### config.mk
export PLATFORM = sky130hd
export DESIGN_NAME = hufd_result_buf_flat
export DESIGN_NICKNAME = d
export VERILOG_FILES = /design/src/hw/rtl/hufd_pkg.sv /design/src/hw/rtl/hufd_out_if.sv /design/src/hw/rtl/hufd_result_buf.sv /design/src/flat_wrapper.sv
export SDC_FILE = /design/constraint.sdc
export NUM_CORES = 1
export LEC_CHECK = 0
export BUFFER_PORTS_ARGS = -buffer_cell sky130_fd_sc_hd__buf_2
export CAP_MARGIN = 15
export CORE_UTILIZATION = 47
export DETAILED_ROUTE_END_ITERATION = 6
export GPL_ROUTABILITY_DRIVEN = 0
export GPL_TIMING_DRIVEN = 1
export HOLD_SLACK_MARGIN = 0.02
export PLACE_DENSITY = 0.77
export SYNTH_ARGS = -nofsm -noshare
export SYNTH_HDL_FRONTEND = slang
export SYNTH_SLANG_ARGS = --single-unit
### constraint.sdc
create_clock -name clk -period 1.5 [get_ports clk]
set_clock_uncertainty 0.1 [all_clocks]
set_input_delay 0.075 -clock clk [delete_from_list [all_inputs] [get_ports clk]]
set_output_delay 0.075 -clock clk [all_outputs]
set_load 0.02 [all_outputs]
### src/hw/rtl/hufd_pkg.sv
// shared types and constants of the huffman tree decoder
`default_nettype none

package hufd_pkg;

  // default sizes of the node table and the build stack
  localparam int MAX_NODES_DEF   = 512;
  localparam int STACK_DEPTH_DEF = 256;

  typedef logic [1:0]  op_t;
  typedef logic [7:0]  sym_t;
  typedef logic [31:0] size_t;

  // operation codes of an input transaction
  localparam op_t OP_TREE  = 2'd0;
  localparam op_t OP_DATA  = 2'd1;
  localparam op_t OP_START = 2'd2;

  // tree token that announces a leaf byte
  localparam sym_t LEAF_TOKEN = 8'd1;

  // first code bit of a data byte
  localparam logic [2:0] BIT_TOP = 3'd7;

  // request from the sequencer to the result buffer
  typedef struct packed {
    logic emit;    // new walk result, held back until the next one or the flush
    logic flush;   // release the held result as the last of its byte
    logic single;  // lone result, last of its transaction
    sym_t sym;
    logic done;
    logic err;
  } res_cmd_t;

  // result buffer status
  typedef struct packed {
    logic out_free;
    logic pend_valid;
  } res_stat_t;

endpackage

`default_nettype wire

### src/hw/rtl/hufd_out_if.sv
// result channel: decoded symbol and flags
`default_nettype none

interface hufd_out_if import hufd_pkg::*; ();
  logic valid;
  logic ready;
  sym_t symbol;
  logic last_in_run;
  logic stream_done;
  logic error;

  modport source (output valid, output symbol, output last_in_run, output stream_done,
                  output error, input ready);
  modport sink (input valid, input symbol, input last_in_run, input stream_done,
                input error, output ready);
endinterface

`default_nettype wire

### src/hw/rtl/hufd_result_buf.sv
// result buffer: one held walk result plus the output register
`default_nettype none

module hufd_result_buf import hufd_pkg::*; (
  input  logic      clk,
  input  logic      rst_n,
  input  res_cmd_t  cmd,
  output res_stat_t stat,
  hufd_out_if.source out_if
);

  logic out_valid_r, out_valid_nxt;
  logic pend_valid_r, pend_valid_nxt;
  sym_t out_sym_r, out_sym_nxt;
  logic out_last_r, out_last_nxt;
  logic out_done_r, out_done_nxt;
  logic out_err_r, out_err_nxt;
  sym_t pend_sym_r;
  logic pend_done_r;
  logic load_out;
  logic out_free;

  // output register drains when taken
  assign out_free = !out_valid_r || out_if.ready;

  assign stat.out_free   = out_free;
  assign stat.pend_valid = pend_valid_r;

  // select what enters the output register
  always_comb begin
    load_out     = 1'b0;
    out_sym_nxt  = out_sym_r;
    out_last_nxt = out_last_r;
    out_done_nxt = out_done_r;
    out_err_nxt  = out_err_r;
    priority if (cmd.single) begin
      load_out     = 1'b1;
      out_sym_nxt  = cmd.sym;
      out_last_nxt = 1'b1;
      out_done_nxt = cmd.done;
      out_err_nxt  = cmd.err;
    end else if ((cmd.emit || cmd.flush) && pend_valid_r) begin
      // held result moves out; it is last only on a flush
      load_out     = 1'b1;
      out_sym_nxt  = pend_sym_r;
      out_last_nxt = cmd.flush;
      out_done_nxt = pend_done_r;
      out_err_nxt  = 1'b0;
    end else begin
      load_out = 1'b0;
    end
    out_valid_nxt  = load_out || (out_valid_r && !out_if.ready);
    pend_valid_nxt = cmd.emit ? 1'b1 : (cmd.flush ? 1'b0 : pend_valid_r);
  end

  // control flags
  always_ff @(posedge clk) begin
    if (!rst_n) begin
      out_valid_r  <= 1'b0;
      pend_valid_r <= 1'b0;
    end else begin
      out_valid_r  <= out_valid_nxt;
      pend_valid_r <= pend_valid_nxt;
    end
  end

  // payload
  always_ff @(posedge clk) begin
    out_sym_r  <= out_sym_nxt;
    out_last_r <= out_last_nxt;
    out_done_r <= out_done_nxt;
    out_err_r  <= out_err_nxt;
    if (cmd.emit) begin
      pend_sym_r  <= cmd.sym;
      pend_done_r <= cmd.done;
    end
  end

  assign out_if.valid       = out_valid_r;
  assign out_if.symbol      = out_sym_r;
  assign out_if.last_in_run = out_last_r;
  assign out_if.stream_done = out_done_r;
  assign out_if.error       = out_err_r;

endmodule

`default_nettype wire

### src/flat_wrapper.sv
// flat-port wrapper written by rule: the top's interface ports become plain ports
module hufd_result_buf_flat import hufd_pkg::*;
  (clk, rst_n, cmd, stat, out_if_valid, out_if_symbol, out_if_last_in_run, out_if_stream_done, out_if_error, out_if_ready);
  hufd_out_if out_if_i ();
  input  logic clk;
  input  logic rst_n;
  input  res_cmd_t cmd;
  output res_stat_t stat;
  output wire logic [$bits(out_if_i.valid)-1:0] out_if_valid;
  output wire logic [$bits(out_if_i.symbol)-1:0] out_if_symbol;
  output wire logic [$bits(out_if_i.last_in_run)-1:0] out_if_last_in_run;
  output wire logic [$bits(out_if_i.stream_done)-1:0] out_if_stream_done;
  output wire logic [$bits(out_if_i.error)-1:0] out_if_error;
  input wire logic [$bits(out_if_i.ready)-1:0] out_if_ready;
  assign out_if_valid = out_if_i.valid;
  assign out_if_symbol = out_if_i.symbol;
  assign out_if_last_in_run = out_if_i.last_in_run;
  assign out_if_stream_done = out_if_i.stream_done;
  assign out_if_error = out_if_i.error;
  assign out_if_i.ready = out_if_ready;
  hufd_result_buf u_core (.clk(clk), .rst_n(rst_n), .cmd(cmd), .stat(stat), .out_if(out_if_i));
endmodule
==> results by group, run 1 <==
Logic synthesis
  • Post-synthesis compound-gate area fraction: 0.0339
  • Post-synth cell types: 15
  • Syn avg cell area: about 19 µm²
  • Syn nets: 61
  • #FFs+latches synth: 22
  • Fraction of synthesized cell area taken by the top area cell type: 0.673
  • Mapped cell area: 848 µm²
  • Largest area contributor in the netlist: edfxtp_1
  • Post-synthesis cell count: 45
  • Mux share of post-synthesis cell area: 0.150
  • Warnings, synthesis: 0
  • Top post-synthesis cells by area: edfxtp_1 (67%), mux2_4 (12%), dfxtp_1 (7.1%)
  • Largest family of logic cells by synthesized area: multiplexers
  • Simple-gate share of the synthesized area: 0.0324
  • Post-synthesis share of cell area spent on xor and xnor gates: 0
  • Area share of fa/ha/maj cells after synthesis: 0
  • Seq/Total Area, Yosys: 0.743

Final layout
  • Nets: approximately 110
  • Post-Layout Cell Count: 113
  • Reg area: ~630 µm²
  • Final core occ: 0.736
  • Fill count: 105
  • Multi-input logic area: between 150 and 200 µm²
  • Layout cells sized above 1: 0.483
  • Ant diodes: 0
  • Final Cell Area: 1170 µm²
  • Synthesis-to-finish area growth: 38.3%

Setup path
  • Worst R2R End: u_core.pend_valid_r
  • Crit end category: register
  • CP Class: reg -> reg
  • Worst reg-to-reg path cell count: 3
  • CP max FO: 5
  • R2R setup slack: 0.08 ns
  • Crit path launch type: register
  • Crit path DAT: 1.52 ns
  • CP Data Required Time: 1.60 ns
  • FF-to-FF Start: u_core.pend_valid_r
  • Critical Path Start: u_core.pend_valid_r

Routing
  • Met3 WL post-DR: 53 µm
  • Final wirelength: roughly 1.4 mm
  • Top layer in use: met4
  • Vias/cell: 4.68
  • Via count: 529
  • First-pass detailed-route iteration total: 4
  • WL met1: 558 µm
  • Post-route ant nets: 0
  • Starting DRT DRC Count: 9
  • Avg WL per Cell: 12.5 µm
  • Met2 WL: 795 µm
  • Residual DRC: 0

Global route
  • Global-route wire length before repair: 2.29 mm
  • Initial antenna violation count: 0
  • Grt ovf: 0
  • Number of global-route vias before repair: 519
  • Largest net degree at the start of global routing: 13
  • Gr usage total: 0.169

Timing
  • Actual transition at the worst max-transition pin: 0.428 ns
  • Max Freq: 703 MHz
  • Max Transition Viols Final: 0
  • Fin crit period: around 1.4 ns
  • Tcrit/Tclk final: 0.948
  • TNS Setup: 0 ns
  • Final setup vio count: 0
  • Unrepaired setup endpoints after global routing: false
  • Final-report hold violation count: 0
  • Slew margin rel.: 0.714

Clocking
  • TritonCTS Sinks: 22
  • Reg clk slew, reported paths: 0.12 ns
  • Setup Buffers After CTS: 0
  • Clock Tree Buf Depth: 2
  • CTS root buf: clkbuf_4
  • CTS tree: yes
  • H-Tree Level Count: 1
  • Worst-skew pair later-pin latency: around 0.30 ns
  • Number of CTS-inserted buffers: 3

Worst hold path
  • Min-Delay Startpoint: cmd[12]
  • Hold Path Depth: 1
  • Hold Crit Endpoint: u_core.pend_sym_r[6]
  • Min-Delay Path Class: in -> reg

Flow run
  • Maxcap violations: 0

Placed design
  • Placed insts: 95
  • IO Port Bufs: 29
  • DPL Wire Length: 957 µm
  • Post-DP Area: 997 µm²

Floorplan
  • Core area: 1590 µm²
  • Die ar.: 1980 µm²
  • I/O pin count: 30
  • DIE HEIGHT: 44.5 µm
  • Die width: around 44 µm
  • Starting density of the core: 0.532
  • Std cell rows: 14

Pwr
  • PD cells: 1060 nW/µm²
  • Max VDD drop: 665 µV
  • Leak: 0.502 nW

Status
  • Status: finished clean
-- critical path, stage by stage (launching register included) --
cell and delay (ns):
dfxtp_1 0.36, nor2b_1 0.14, o21a_1 0.17, dlygate4sd3_1 0.55
-- sequential cells by signal, summed over array words and instances, names as in the netlist --
name                       cells
u_core.out_if.error            1
u_core.out_if.last_in_run      1
u_core.out_if.stream_done      1
u_core.out_if.symbol           8
u_core.out_if.valid            1
u_core.pend_done_r             1
u_core.pend_sym_r              8
u_core.pend_valid_r            1
-- cell families after synthesis --
| group | count (synthesis) |
|---|---|
| flops | 22 |
| mux | 9 |
| simple gates | 5 |
| buf+inv | 5 |
| compound gates | 4 |
-- metal layers --
| layer | global-route usage | vias to the layer above |
|---|---|---|
| li1 | - | 255 |
| met1 | 0.202 | 254 |
| met2 | 0.285 | 18 |
| met3 | 0.0245 | 2 |
| met4 | 0.109 | 0 |
| met5 | 0 | - |
-- what timing repair did --
item,CTS,global route
hold buffers,14,0
resized for setup,0,0
hold endpoints to repair,22,0
-- synth_stat cells (all sizes together) --
cell type,count
a221o,1
nand2b,1
inv,2
o21a,1
dfxtp,3
mux2,9
and2,1
buf,3
o21ai,1
nand2,2
edfxtp,19
nor2b,1
a31oi,1
-- per-stage QoR --
step,power [mW],setup WS (ns),hold slack [ns]
6_report,1.24,0.0777,0.0439
5_1_grt,1.28,0.0312,0.0384
3_3_place_gp,0.904,0.245,0.171
3_5_place_dp,0.910,0.173,0.169
4_1_cts,1.24,0.0956,0.0415
2_1_floorplan,0.851,0.344,0.0739
-- power by group --
group          total [mW]  switching (mW)  internal, mW
logic               0.188          0.0941        0.0941
clock network       0.316           0.168         0.148
registers           0.735          0.0131         0.722
-- cell usage in the layout, fill, tap and decap left out, drive strengths merged --
cell type    netlist  routed
a221o              1       1
a31oi              1       1
and2               1       1
buf                3      29
clkbuf             0       4
dfxtp              3       3
dlygate4sd3        0      14
edfxtp            19      19
inv                2       2
mux2               9       9
nand2              2       2
nand2b             1       1
nor2b              1       1
o21a               1       1
o21ai              1       1
-- how the worst max path moves through the flow --
| stage | end | slack [ns] |
|---|---|---|
| CTS | u_core.out_if.symbol[5] | 0.1 |
| detailed placement | u_core.out_if.stream_done | 0.17 |
| finish | u_core.pend_valid_r | 0.08 |
| floorplan | u_core.out_if.error | 0.34 |
| global route | u_core.pend_valid_r | 0.03 |
| global placement | u_core.out_if.symbol[0] | 0.24 |
-- final cells by class --
type,count,share of cell area
clock buffer,4,0.0309
inverter,2,0.00640
timing repair buffer,43,0.243
multi-input combinational,18,0.157
sequential,22,0.537
tap,24,0.0256
(Power assumes the default switching activity.)
==> inputs of run 2 (changes only) <==
Settings changed: GPL_TIMING_DRIVEN 1 to default, PLACE_DENSITY 0.77 to default, PLACE_DENSITY_LB_ADDON from default to 0.08.
==> results by group, run 2 (synthesized netlist as in run 1, its figures left out) <==
Clocking
  • Number of CTS-inserted buffers: 3
  • CTS tree: yes
  • Setup Buffers After CTS: 0
  • CTS root buf: clkbuf_4
  • Reg clk slew, reported paths: 0.11 ns
  • H-Tree Level Count: 1
  • Hold Buf Count CTS: 13
  • # resized after CTS: 0
  • Worst-skew pair later-pin latency: 0.29 ns
  • TritonCTS Sinks: 22
  • Clock Tree Buf Depth: 2

Placed design
  • Placed insts: 97
  • IO Port Bufs: 29
  • Post-DP Area: 1010 µm²
  • DPL Wire Length: 909 µm

Timing
  • Final-report hold violation count: 0
  • Tcrit/Tclk final: 0.931
  • Max Transition Viols Final: 0
  • Unrepaired setup endpoints after global routing: false
  • Final setup vio count: 0
  • Slew margin rel.: 0.734
  • Max Freq: 716 MHz
  • TNS Setup: 0 ns
  • Fin crit period: 1.40 ns
  • Actual transition at the worst max-transition pin: 0.398 ns

Flow run
  • Maxcap violations: 0

Global route
  • Grt ovf: 0
  • Global-route wire length before repair: 2.17 mm
  • Gr usage total: 0.159
  • Initial antenna violation count: 0
  • Largest net degree at the start of global routing: 13
  • Number of global-route vias before repair: 492

Floorplan
  • Die ar.: 1980 µm²
  • Starting density of the core: 0.532
  • Die width: 44.5 µm
  • Std cell rows: 14
  • Core area: 1590 µm²
  • I/O pin count: 30
  • DIE HEIGHT: 44.5 µm

Final layout
  • Layout cells sized above 1: 0.500
  • Ant diodes: 0
  • Final Cell Area: 1180 µm²
  • Nets: 107
  • Most frequent cells in the layout: buf_2 (29), edfxtp_1 (19), dlygate4sd3_1 (13)
  • Synthesis-to-finish area growth: 38.9%
  • Most common cell after layout, fill and taps aside: buf_2
  • Post-Layout Cell Count: 114

Worst hold path
  • Hold Path Depth: 2
  • Min-Delay Startpoint: cmd[12]
  • Min-Delay Path Class: in -> reg
  • Hold Crit Endpoint: u_core.pend_sym_r[2]

Setup path
  • CP Class: reg -> reg
  • CP max FO: 5
  • Crit path launch type: register
  • Crit path DAT: around 1.5 ns
  • R2R setup slack: 0.10 ns
  • Worst R2R End: u_core.out_if.valid
  • FF-to-FF Start: u_core.pend_valid_r
  • Crit end category: register
  • Worst reg-to-reg path cell count: 3
  • CP Data Required Time: 1.65 ns

Pwr
  • Max VDD drop: 650 µV
  • Leak: between 0.5 and 0.6 nW
  • PD cells: 1040 nW/µm²

Routing
  • Starting DRT DRC Count: 12
  • Avg WL per Cell: 11.8 µm
  • Post-route ant nets: 0
  • Final wirelength: 1.34 mm
  • Via count: 525
  • Residual DRC: 0
  • Vias/cell: roughly 4.6
  • First-pass detailed-route iteration total: 2

Status
  • Status: finished clean
run 2: changes by cell type in the layout (fill, tap and decap cells not counted):
cell	change
buf_4	+2
dlygate4sd3_1	-1
run 2: layout make-up:
| type | instances | area (µm²) |
|---|---|---|
| tap | 24 | 30.0 |
| inverter | 2 | 7.51 |
| timing repair buffer | 44 | 290 |
| sequential | 22 | 631 |
| multi-input combinational | 18 | 184 |
| clock buffer | 4 | 36.3 |
| fill | 100 | 415 |
run 2: stage by stage:
| step | setup WS [ns] | util | hold slack (ns) | power (mW) |
|---|---|---|---|---|
| finish | 0.104 | 0.739 | 0.101 | 1.23 |
| global route | 0.0189 | 0.739 | 0.0857 | 1.29 |
| CTS | 0.115 | 0.739 | 0.0909 | 1.25 |
| detailed placement | 0.222 | 0.635 | 0.169 | 0.914 |
| global placement | 0.275 | 0.635 | 0.166 | 0.911 |
| floorplan | 0.344 | - | 0.0739 | 0.851 |
run 2: worst max-delay path by stage:
| stage | to | start | depth (start not counted) | slack, ns |
|---|---|---|---|---|
| 2_1_floorplan | u_core.out_if.error | u_core.pend_valid_r | 2 | 0.34 |
| 3_3_place_gp | u_core.out_if.stream_done | u_core.pend_valid_r | 2 | 0.27 |
| 3_5_place_dp | u_core.out_if.stream_done | u_core.pend_valid_r | 2 | 0.22 |
| 4_1_cts | u_core.out_if.valid | u_core.pend_valid_r | 3 | 0.12 |
| 5_1_grt | u_core.out_if.valid | u_core.pend_valid_r | 3 | 0.02 |
| 6_report | u_core.out_if.valid | u_core.pend_valid_r | 3 | 0.10 |
run 2: per-layer routing:
| layer | wire length (µm) | part of all wire | global-route usage | vias to the layer above |
|---|---|---|---|---|
| met5 | 0 | 0 | 0 | - |
| met4 | 0 | 0 | 0.0545 | 0 |
| met1 | 578 | 0.43 | 0.202 | 249 |
| li1 | - | - | - | 258 |
| met3 | 49 | 0.037 | 0.0367 | 0 |
| met2 | 712 | 0.53 | 0.268 | 18 |
run 2: critical path, cell delays in order, from the launching register on:
cell and delay [ns]:
dfxtp_1 0.40, o21ai_0 0.13, a31oi_1 0.17, dlygate4sd3_1 0.55
run 2: power breakdown:
part	leakage (nW)	internal [mW]	switching, mW
Combinational	0.273	0.0960	0.0926
Sequential	0.213	0.722	0.0146
Clock	0.0210	0.148	0.157
